[config.mk]
export PLATFORM = sky130hd
export DESIGN_NAME = pob_div_cell
export DESIGN_NICKNAME = d
export VERILOG_FILES = /design/src/hw/rtl/pob_pkg.sv /design/src/hw/rtl/pob_div_cell.sv
export SDC_FILE = /design/constraint.sdc
export NUM_CORES = 1
export LEC_CHECK = 0
export ABC_CLOCK_PERIOD_IN_PS = 12120
export BUFFER_PORTS_ARGS = -buffer_cell sky130_fd_sc_hd__buf_4
export CORE_MARGIN = 4
export CORE_UTILIZATION = 35
export CTS_BUF_LIST = sky130_fd_sc_hd__clkbuf_4
export DETAILED_ROUTE_END_ITERATION = 10
export GPL_TIMING_DRIVEN = 0
export PLACE_DENSITY = 0.65
export SKIP_CTS_REPAIR_TIMING = 1
export SLEW_MARGIN = 5
export SYNTH_ARGS = -nofsm -noshare
export SYNTH_HDL_FRONTEND = slang
export SYNTH_SLANG_ARGS = --single-unit
[constraint.sdc]
create_clock -name clk -period 12.12 [get_ports clk]
set_clock_uncertainty 0.15 [all_clocks]
set_input_delay 0 -clock clk [delete_from_list [all_inputs] [get_ports clk]]
set_output_delay 0 -clock clk [all_outputs]
set_load 0.01 [all_outputs]
[src/hw/rtl/pob_pkg.sv]
`default_nettype none
package pob_pkg;

    localparam int PIX_W      = 8;
    localparam int WEIGHT_W   = 16;
    localparam int CC_W       = 3;
    localparam int CFG_IDX_W  = 1;
    localparam int CFG_DATA_W = 16;
    localparam int COLORS     = 3;
    // alpha numerator da*(65535-w) + sa*w stays below 2^24
    localparam int NUM_W      = 24;
    // rounded color dividend p + num/2
    localparam int REM_W      = 33;
    // divisor pre-shifted to the top quotient bit
    localparam int DVS_W      = NUM_W + PIX_W - 1;
    // one cell per quotient bit; quotient never exceeds 255
    localparam int DIV_STEPS  = PIX_W;

    localparam logic [WEIGHT_W-1:0] WEIGHT_MAX  = '1;
    localparam logic [WEIGHT_W-1:0] ALPHA_ROUND = WEIGHT_MAX >> 1;
    localparam logic [PIX_W-1:0]    FULL_PIX    = '1;
    localparam logic [CC_W-1:0]     CC_ALPHA    = 3'd4;

    typedef enum logic [CFG_IDX_W-1:0] {
        REG_EFFECT_WEIGHT = 1'b0,
        REG_CHANNEL_COUNT = 1'b1
    } cfg_reg_t;

    typedef struct packed {
        logic [PIX_W-1:0] src_red;
        logic [PIX_W-1:0] src_green;
        logic [PIX_W-1:0] src_blue;
        logic [PIX_W-1:0] src_alpha;
        logic [PIX_W-1:0] dst_red;
        logic [PIX_W-1:0] dst_green;
        logic [PIX_W-1:0] dst_blue;
        logic [PIX_W-1:0] dst_alpha;
    } pob_in_t;

    typedef struct packed {
        logic [PIX_W-1:0] out_red;
        logic [PIX_W-1:0] out_green;
        logic [PIX_W-1:0] out_blue;
        logic [PIX_W-1:0] out_alpha;
    } pob_out_t;

    // one pixel in flight through the divider chain
    typedef struct packed {
        logic [COLORS-1:0]             bypass;
        logic [COLORS-1:0][PIX_W-1:0]  fixed;
        logic [PIX_W-1:0]              alpha;
        logic [NUM_W-1:0]              num;
        logic [DVS_W-1:0]              dvs;
        logic [COLORS-1:0][REM_W-1:0]  rem;
        logic [COLORS-1:0][PIX_W-1:0]  quo;
    } div_item_t;

endpackage
`default_nettype wire

[src/hw/rtl/pob_div_cell.sv]
`default_nettype none
module pob_div_cell
    import pob_pkg::*;
(
    input  wire logic      clk,
    input  wire logic      rst_n,
    input  wire logic      up_valid,
    output logic           up_ready,
    input  wire div_item_t up_item,
    output logic           dn_valid,
    input  wire logic      dn_ready,
    output div_item_t      dn_item
);

    logic      valid_reg, valid_next;
    div_item_t item_reg, item_next;
    logic [REM_W-1:0] dvs_ext;
    logic             take;

    // one restoring step: subtract the shifted divisor where it fits, shift in the bit
    always_comb
    begin
        item_next = up_item;
        dvs_ext   = {{(REM_W-DVS_W){1'b0}}, up_item.dvs};
        for (int c = 0; c < COLORS; c++)
        begin
            take = (up_item.rem[c] >= dvs_ext);
            if (take)
                item_next.rem[c] = up_item.rem[c] - dvs_ext;
            item_next.quo[c] = {up_item.quo[c][PIX_W-2:0], take};
        end
        item_next.dvs = up_item.dvs >> 1;
    end

    assign up_ready   = !valid_reg || dn_ready;
    assign valid_next = up_ready ? up_valid : valid_reg;
    assign dn_valid   = valid_reg;
    assign dn_item    = item_reg;

    always_ff @(posedge clk or negedge rst_n)
    begin
        if (!rst_n)
            valid_reg <= 1'b0;
        else
            valid_reg <= valid_next;
    end

    always_ff @(posedge clk)
    begin
        if (up_valid && up_ready)
            item_reg <= item_next;
    end

endmodule
`default_nettype wire

==> results of run 1 <==
[synthesized netlist by cell type (5+ instances only)]
master and number:
a211o_1 5, a211oi_1 13, a21boi_0 5, a21o_1 40, a21oi_1 122, a31oi_1 6
and3_1 12, buf_2 17, clkbuf_1 15, edfxtp_1 212, ha_1 93, inv_1 58
mux2_1 6, mux2_2 19, nand2_1 82, nand2b_1 19, nand3_1 21, nand4_1 18
nor2_1 96, nor2b_1 17, nor3_1 16, o211ai_1 5, o21a_1 12, o21ai_0 44
o21ai_1 27, o21bai_1 12, o31a_1 5, o31ai_1 10, xnor2_1 48, xor2_1 31
[logic make-up after synthesis]
kind of cell	count (synthesis)	share of synthesized area
DFF	213	0.504
and+or+nand+nor	305	0.113
other	1	0.000296
adders and majority gates	96	0.0964
buffers and inverters	96	0.0315
AOI/OAI and AO/OA	350	0.178
xor gates and xnor gates	79	0.0545
muxes	25	0.0222
[through the flow]
stage / utilization / setup WS (ns) / instances
after floorplan: - / 5.93 / 1165
after global placement: 0.462 / 3.85 / 2053
after detailed placement: 0.464 / 8.55 / 2056
after CTS: 0.485 / 9.38 / 2167
==> flow_summary.yaml, run 1 <==
yosys:
  syn-num-nets: 1478
  yosys.area.top_type: "edfxtp_1"
  synth_top_area_frac: 0.502
  synth_edf_count: 212
  syn_area_per_cell_um2: 10.9
  yosysSeqAreaShare: 0.504
  ys.flop_type: "edfxtp_1"
  synth_warnings: 0
  syn-cell-area_um2: 12700
  synthCells: 1165
  synth_cell_types: 71
  ys_ff_latch: 213
  ys_async_sr_fraction: 0.00469
  synth_area_leaders: "edfxtp_1, ha_1, a21oi_1, xnor2_1, nor2_1"
place:
  port_buffers: 427
  hpwl_um: 36700
  place_area_um2: 16600
  gp_congestion: 0.891
floorplanning:
  rows: 69
  initial_core_util: 0.356
  die_y_um: 198
  io_pins: 432
  die_width_um: 198
outcome:
  stop_error: "[ERROR RSZ-0060] Max buffer count reached."
  outcome: "did not finish"
  haltStage: "global routing"
clocking:
  cts_max_path_buffers: 3
  cts_sinks: 213
  h-tree-depth: 2
  root_buffer: "clkbuf_4"
  cts_made_buffers: 59
grt:
  grt_max_degree: 62
==> run 2, diff against run 1 <==
CORE_UTILIZATION = 20   (was 35)
CTS_BUF_LIST = default   (was sky130_fd_sc_hd__clkbuf_4)
PLACE_DENSITY = default   (was 0.65)
PLACE_DENSITY_LB_ADDON = 0.15   (was default)
==> run 2 against run 1 <==
Compared with the run above: area after synthesis is the same; the flow now finishes without violations; synthesized cell count is the same.
==> flow_summary.yaml, run 2 <==
run:
  drv_cap: 0
sta:
  setup_viol: 0
  period_needed_ns: 4.38
  maxSlewHeadroom: 0.145
  period_share: 0.362
  tightest_slew_ns: 1.25
  rsz0062_at_grt: "no"
  setup_tns_ns: 0
  max_freq_mhz: 228
  slew_violations: 0
  hold_viol: 0
clocking:
  insertion_delay_ns: 0.56
  cts_tree: "built"
  h-tree-depth: 1
  cts_max_path_buffers: 3
  cts_made_buffers: 28
  root_buffer: "clkbuf_16"
  cts_sinks: 213
  clk_pin_slew_ns: 0.06
outcome:
  outcome: "completed"
layout:
  largest_register_ff_count: 212
  fin_area_um2: 20800
  final_cells: 2782
  layout-drive-gt1-share: 0.277
  area_growth_pct: 64.2
  final_cell_mix: "buf_4, dlygate4sd3_1, edfxtp_1"
  layout_commonest_cell: "buf_4"
  fin_nets: 2227
yosys:
  ys_ff_latch: 213
  ys.flop_type: "edfxtp_1"
  synth_warnings: 0
  syn_area_per_cell_um2: 10.9
  syn-num-nets: 1478
  ys_async_sr_fraction: 0.00469
  synth.top_cells.by_count: "edfxtp_1, a21oi_1, nor2_1"
  yosysSeqAreaShare: 0.504
  synth_top_area_frac: 0.502
  synth_cell_types: 71
  synth_area_leaders: "edfxtp_1, ha_1, a21oi_1, xnor2_1, nor2_1"
  synth_edf_count: 212
  syn-cell-area_um2: 12700
  yosys.area.top_type: "edfxtp_1"
  synthCells: 1165
  yosysMostFrequentCell: "edfxtp_1"
critical_path:
  critPathRequiredTime_ns: 12.39
  path_cells: "dlygate4sd3_1, buf_4, inv_1, ha_1, nand2_1, nand2_1, a21o_1, a2111oi_0, and3_1, a21oi_1, nand2_1, buf_4, buf_2, nand2_1, o21ai_1, dlygate4sd3_1"
  critical_path.max_fanout: 10
  path_class: "in -> reg"
  critPathTopFamily: "buffers and inverters"
  arrival_ns: 4.66
  critPathMaxStageDelay_ns: 1.08
  cp_common_cell: "nand2_1"
  start_kind: "primary input"
  cp-end-kind: "flop"
  critical_path_buf_inv_count: 6
  r2r_setup_slack_ns: 10.00
  crit_path_top_delay_cell: "a2111oi_0"
place:
  port_buffers: 427
  place_area_um2: 17100
  dp_cells: 2442
  hpwl_um: 41300
  gp_congestion: 0.844
pwr:
  pwr-share-seq: 0.378
  swShare: 0.294
  p_switching_uw: 712
  power.total_mw: 2.42
  power_density_nw_per_um2: 116
  clkPwrFrac: 0.335
  ir_drop_v: 0.000105
  p_int_mw: 1.71
  power_frac_comb: 0.287
  power_leakage_nw: 8.72
detailed_routing:
  drt.antenna.violating_nets: 0
  drtPass1Iterations: 5
  drtIter0Drc: 628
  wl_um: 52100
  drc: 0
  avgViaCountPerCell: 4.30
  vias: 12000
  avgRoutedWirePerCell_um: 18.7
floorplanning:
  die_y_um: 260
  core_um2: 63000
  die-area_um2: 67500
  rows: 92
  io_pins: 432
  die_width_um: 260
  initial_core_util: 0.202
grt:
  overflow: 0
  grt_pass1_vias: 10700
  grt_max_degree: 61
  grt_first_pass_wirelength_um: 70500
  track_usage: 0.139
  grt_antenna_before_repair: 4
hold_path:
  hold_path_class: "in -> reg"
## run 2: cell counts after synthesis
No cell type changed its count.
## run 2: power groups by stage
stage	clock (mW)	sequential [mW]	combinational (mW)
after floorplan	0	0.970	0.312
after global placement	0	0.947	0.617
after detailed placement	0	0.932	0.621
after CTS	0.860	0.918	0.625
after global routing	0.881	0.922	0.767
final	0.812	0.917	0.696
## run 2: worst paths after layout
kind | startpoint | endpoint | depth (start not counted)
min in group asynchronous | rst_n | dn_valid | 3
hold / removal | up_item[181] | dn_item[181] | 2
setup reg to reg | dn_valid | dn_item[116] | 4
setup / recovery | up_item[151] | dn_item[99] | 16
hold reg to reg | dn_valid | dn_item[172] | 2
max in group asynchronous | rst_n | dn_valid | 3
## run 2: kinds of logic (layout without fill, tap and decap cells)
kind of cell / Yosys count / count (layout) / synth area share
AO/OA/AOI/OAI: 350 / 350 / 0.178
XOR/XNOR: 79 / 79 / 0.0545
adder cells (fa/ha/maj): 96 / 96 / 0.0964
buffers and inverters: 96 / 865 / 0.0315
flip-flops: 213 / 213 / 0.504
multiplexers: 25 / 25 / 0.0222
other: 1 / 3 / 0.000296
AND/OR/NAND/NOR: 305 / 305 / 0.113
## run 2: layer usage
metal	global-route usage	vias up	routed length, um
li1	-	5876	-
met1	0.181	5632	22800
met2	0.232	407	24600
met3	0.0416	43	4050
met4	0.0234	2	688
met5	0	-	13
## run 2: stage by stage
step                setup slack (ns)   util  hold WS (ns)
floorplan                       5.93      -        -0.446
global placement                3.15  0.269        -0.374
detailed placement              8.14  0.271        -0.372
CTS                             8.73  0.285         -1.01
global route                    7.51  0.331       -0.0198
finish                          7.74  0.331        0.0122
## run 2: cell type report
class | instances | area, um^2
fill | 6456 | 42100
sequential | 213 | 6390
timing repair buffer | 719 | 6190
multi-input combinational | 856 | 5900
tap | 846 | 1060
clock buffer | 34 | 744
inverter | 60 | 228
buffer | 36 | 171
clock inverter | 16 | 139
antenna | 2 | 5.00
Note: power is estimated with default switching activity, not from simulation.
==> run 3, diff against run 2 <==
ABC_CLOCK_PERIOD_IN_PS = 4200   (was 12120)
clock period = 4.2 ns   (was 12.12 ns; I/O delays follow)
==> run 3 against run 2 <==
Compared with the run above: worst setup slack got worse by 7.5 ns; via count decreased by 0.48%; cell count increased by 0.29%; global-route usage decreased by 0.060 points; critical endpoint is now dn_item[56]; sequential share of layout area about the same; sequential power increased to 2.9 times the previous value; clock power increased to 2.8 times the previous value; combinational power increased to 2.9 times the previous value; die area unchanged; flip-flop and latch count unchanged; register-to-register slack got worse by 8.2 ns.
==> flow_summary.yaml, run 3 (synthesized netlist as in run 2, its figures left out) <==
detailed_routing:
  avgViaCountPerCell: 4.27
  drt.antenna.violating_nets: 0
  vias: 11900
  avgRoutedWirePerCell_um: 18.7
  drc: 0
  wl_um: 52300
  drtIter0Drc: 699
  drtPass1Iterations: 4
floorplanning:
  die-area_um2: 67500
  initial_core_util: 0.202
  io_pins: 432
  rows: 92
  die_width_um: 260
  die_y_um: 260
  core_um2: 63000
grt:
  grt_pass1_vias: 10600
  overflow: 0
  track_usage: 0.138
  grt_max_degree: 62
  grt_first_pass_wirelength_um: 70100
  grt_antenna_before_repair: 5
critical_path:
  cp_common_cell: "dlygate4sd3_1"
  regToRegStartpoint: "dn_valid"
  reg2reg_to: "dn_item[116]"
  path_cells: "dlygate4sd3_1, buf_4, inv_1, ha_1, and3_1, nand4_1, o21bai_1, o211ai_2, a41oi_2, o31ai_2, nor2_1, o21ai_1, mux2_1, dlygate4sd3_1"
  critical_path.endpoint: "dn_item[56]"
  arrival_ns: 4.12
  rr_worst_depth: 4
  critPathRequiredTime_ns: 4.35
  path_class: "in -> reg"
  crit_path_top_delay_cell: "dlygate4sd3_1"
  start_kind: "primary input"
  r2r_setup_slack_ns: 1.84
  critical_path.max_fanout: 7
  critPathMaxStageDelay_ns: 0.56
  cp-end-kind: "flop"
  worstSetupStartpoint: "up_item[131]"
clocking:
  cts_tree: "built"
  root_buffer: "clkbuf_16"
  cts_sinks: 213
  cts_made_buffers: 27
  insertion_delay_ns: 0.57
  cts_max_path_buffers: 3
  clk_pin_slew_ns: 0.06
  h-tree-depth: 1
place:
  gp_congestion: 0.850
  dp_cells: 2441
  hpwl_um: 40900
  place_area_um2: 17000
  port_buffers: 427
run:
  drv_cap: 0
hold_path:
  hold_path_class: "in -> reg"
sta:
  period_share: 0.946
  period_needed_ns: 3.97
  setup_tns_ns: 0
  maxSlewHeadroom: 0.167
  max_freq_mhz: 252
  rsz0062_at_grt: "no"
  tightest_slew_ns: 1.22
  slew_violations: 0
  setup_viol: 0
  hold_viol: 0
pwr:
  power_density_nw_per_um2: 331
  power.total_mw: 6.90
  ir_drop_v: 0.000256
  power_leakage_nw: 8.71
layout:
  final_cell_mix: "buf_4, dlygate4sd3_1, edfxtp_1"
  fin_area_um2: 20800
  layout_commonest_cell: "buf_4"
  final_cells: 2790
  layout-drive-gt1-share: 0.274
  fillers: 6447
  fin_nets: 2232
  largest_register_ff_count: 212
  area_growth_pct: 64.2
outcome:
  outcome: "completed"
[run 3: changes by cell type in the layout (fill, tap and decap cells not counted), sizes merged]
| cell | before | now |
|---|---|---|
| diode | 2 | 5 |
| buf | 452 | 451 |
| inv | 59 | 60 |
| dlygate4sd3 | 288 | 295 |
| clkinv | 14 | 12 |
[run 3: worst max-delay path: cells and delay by family]
kind                     cells  cell delay, ns
AO/OA/AOI/OAI                5            1.43
adder cells (fa/ha/maj)      1            0.45
buffers and inverters        4            1.31
multiplexers                 1            0.33
AND/OR/NAND/NOR              3            0.60
[run 3: routing by layer]
metal,wire length (um),vias up,track usage
met5,13,-,0
met4,1070,2,0.0322
met3,3850,50,0.0404
met2,24400,366,0.227
met1,23000,5587,0.181
li1,-,5898,-
[run 3: layout make-up]
type	instances	area [um^2]	area share
inverter	60	228	0.0109
buffer	36	171	0.00823
tap	846	1060	0.0508
timing repair buffer	725	6240	0.300
antenna	5	12.5	0.000601
sequential	213	6390	0.307
multi-input combinational	856	5900	0.283
clock buffer	34	702	0.0337
clock inverter	15	129	0.00619
[run 3: how the worst min path moves through the flow]
stage,startpoint,cells after the start,end
after floorplan,rst_n,0,dn_valid
after detailed placement,rst_n,1,dn_valid
final,up_item[171],2,dn_item[171]
after global placement,rst_n,1,dn_valid
after CTS,rst_n,1,dn_valid
after global routing,up_item[198],2,dn_item[198]
[run 3: per-stage QoR]
stage	hold WS, ns	util	setup slack (ns)
after floorplan	-0.446	-	0.404
after global placement	-0.374	0.269	-1.00
after detailed placement	-0.374	0.271	0.244
after CTS	-1.01	0.284	0.816
after global routing	-0.0164	0.331	0.0679
final	0.0165	0.331	0.229
[run 3: where the power goes]
| group | total (mW) | switching, mW | leakage (nW) | internal [mW] |
|---|---|---|---|---|
| registers | 2.65 | 0.0563 | 2.03 | 2.59 |
| logic | 2.00 | 1.03 | 6.28 | 0.969 |
| clock network | 2.25 | 0.948 | 0.405 | 1.30 |
| total | 6.90 | 2.04 | 8.71 | 4.86 |
==> run 4, diff against run 3 <==
ABC_CLOCK_PERIOD_IN_PS = 3500   (was 4200)
clock period = 3.5 ns   (was 4.2 ns; I/O delays follow)
==> run 4 against run 3 <==
Compared with the run above: the run now ends with negative hold slack left; die area unchanged; critical path depth is 1 lower; clock power increased by 34%; combinational power up 21%; via count up 1.3%; non-clock buffer count up 19; sequential share of layout area down 0.44 points; first-iteration DRC count decreased by 1.4%; hold slack got worse by 0.42 ns; clock-buffer cell count unchanged.
==> flow_summary.yaml, run 4 (synthesized netlist as in run 2, its figures left out) <==
clocking:
  cts_max_path_buffers: 3
  h-tree-depth: 1
  root_buffer: "clkbuf_16"
  cts_sinks: 213
  cts_made_buffers: 28
  clk_pin_slew_ns: 0.07
  insertion_delay_ns: 0.56
  cts_tree: "built"
detailed_routing:
  drt.antenna.violating_nets: 0
  drtPass1Iterations: 5
  avgViaCountPerCell: 4.29
  vias: 12100
  wl_um: 53700
  avgRoutedWirePerCell_um: 19.1
  drtIter0Drc: 689
  drc: 0
hold_path:
  hold_path_class: "in -> reg"
grt:
  track_usage: 0.141
  grt_max_degree: 56
  overflow: 0
  grt_antenna_before_repair: 4
  grt_pass1_vias: 10700
  grt_first_pass_wirelength_um: 71500
layout:
  layout_commonest_cell: "buf_4"
  final_cell_mix: "buf_4, dlygate4sd3_1, edfxtp_1"
  fillers: 6448
  layout-drive-gt1-share: 0.274
  fin_area_um2: 21100
  area_growth_pct: 66.6
  largest_register_ff_count: 212
  fin_nets: 2252
sta:
  maxSlewHeadroom: 0.411
  slew_violations: 0
  rsz0062_at_grt: "no"
  hold_ws_ns: -0.406
  setup_tns_ns: 0
  setup_slack_ns: 0.0866
  period_share: 0.975
  setup_viol: 0
  period_needed_ns: 3.41
  hold_viol: 8
  tightest_slew_ns: 0.882
  max_freq_mhz: 293
floorplanning:
  core_um2: 63000
  die-area_um2: 67500
  die_width_um: 260
  die_y_um: 260
  rows: 92
  initial_core_util: 0.202
  io_pins: 432
pwr:
  power_density_nw_per_um2: 407
  power_leakage_nw: 8.84
  power.total_mw: 8.61
  ir_drop_v: 0.000400
critical_path:
  cp-end-kind: "flop"
  path_cells: "dlygate4sd3_1, buf_4, ha_1, and4_1, o21a_1, o31a_1, a21oi_1, o31ai_2, a21oi_1, o31ai_1, buf_2, buf_2, a21oi_1"
  crit_path_top_delay_cell: "dlygate4sd3_1"
  cp_common_cell: "a21oi_1"
  path_class: "in -> reg"
  critPathRequiredTime_ns: 3.65
  arrival_ns: 3.57
  start_kind: "primary input"
  critPathMaxStageDelay_ns: 0.56
  critical_path.max_fanout: 10
place:
  place_area_um2: 17100
  gp_congestion: 0.844
  hpwl_um: 41900
  port_buffers: 427
  pre_cts_slack_ns: -0.453
run:
  drv_cap: 0
outcome:
  outcome: "finished with violations"
  violations: "negative hold slack"
==> run 4: cell count changes in the layout (fill, tap and decap cells not counted), sizes merged <==
cell / delta
buf: +1
clkinvlp: +2
inv: +1
dlygate4sd3: +18
diode: -2
bufinv: +2
clkinv: -4
==> run 4: path summary, 6_finish.rpt <==
check	from	end	slack (ns)	cells after the start
max	up_item[63]	dn_item[75]	0.09	13
min	up_item[34]	dn_item[34]	-0.41	2
max reg2reg	dn_valid	dn_item[49]	1.33	4
min reg2reg	dn_valid	dn_item[208]	0.88	2
max in group asynchronous	rst_n	dn_valid	2.94	3
min in group asynchronous	rst_n	dn_valid	0.15	3
==> run 4: report_power, final <==
part	switching, mW	internal [mW]
Sequential	0.0657	3.11
Clock	1.20	1.80
Combinational	1.25	1.18
==> run 4: cell type report <==
type                            instances  area, um^2  share of cell area
Inverter                               60         228              0.0108
Clock buffer                           34         744              0.0352
Clock inverter                         16         198             0.00935
Antenna cell                            3        7.51            0.000355
Sequential cell                       213        6390               0.302
Multi-Input combinational cell        856        5900               0.279
Buffer                                 36         171             0.00811
Timing Repair Buffer                  744        6430               0.304
Tap cell                              846        1060              0.0501
==> run 4: metal layers <==
layer / global-route usage / part of all wire
met4: 0.0297 / 0.019
met5: 0 / 0.00024
met2: 0.234 / 0.47
met1: 0.180 / 0.44
met3: 0.0457 / 0.078
==> run 4: stage by stage <==
step                      utilization  cells  hold WS [ns]
after CTS                       0.286   2492         -1.01
after floorplan                     -   1165        -0.446
after global routing            0.336   2808        -0.449
final                           0.336   2808        -0.406
after global placement          0.269   2438        -0.374
after detailed placement        0.271   2442        -0.373
==> run 4: critical path: cells and delay by family <==
family / cells / cell delay (ns)
adders and majority gates: 1 / 0.38
AOI/OAI and AO/OA: 7 / 1.44
buffers and inverters: 4 / 1.37
and+or+nand+nor: 1 / 0.35
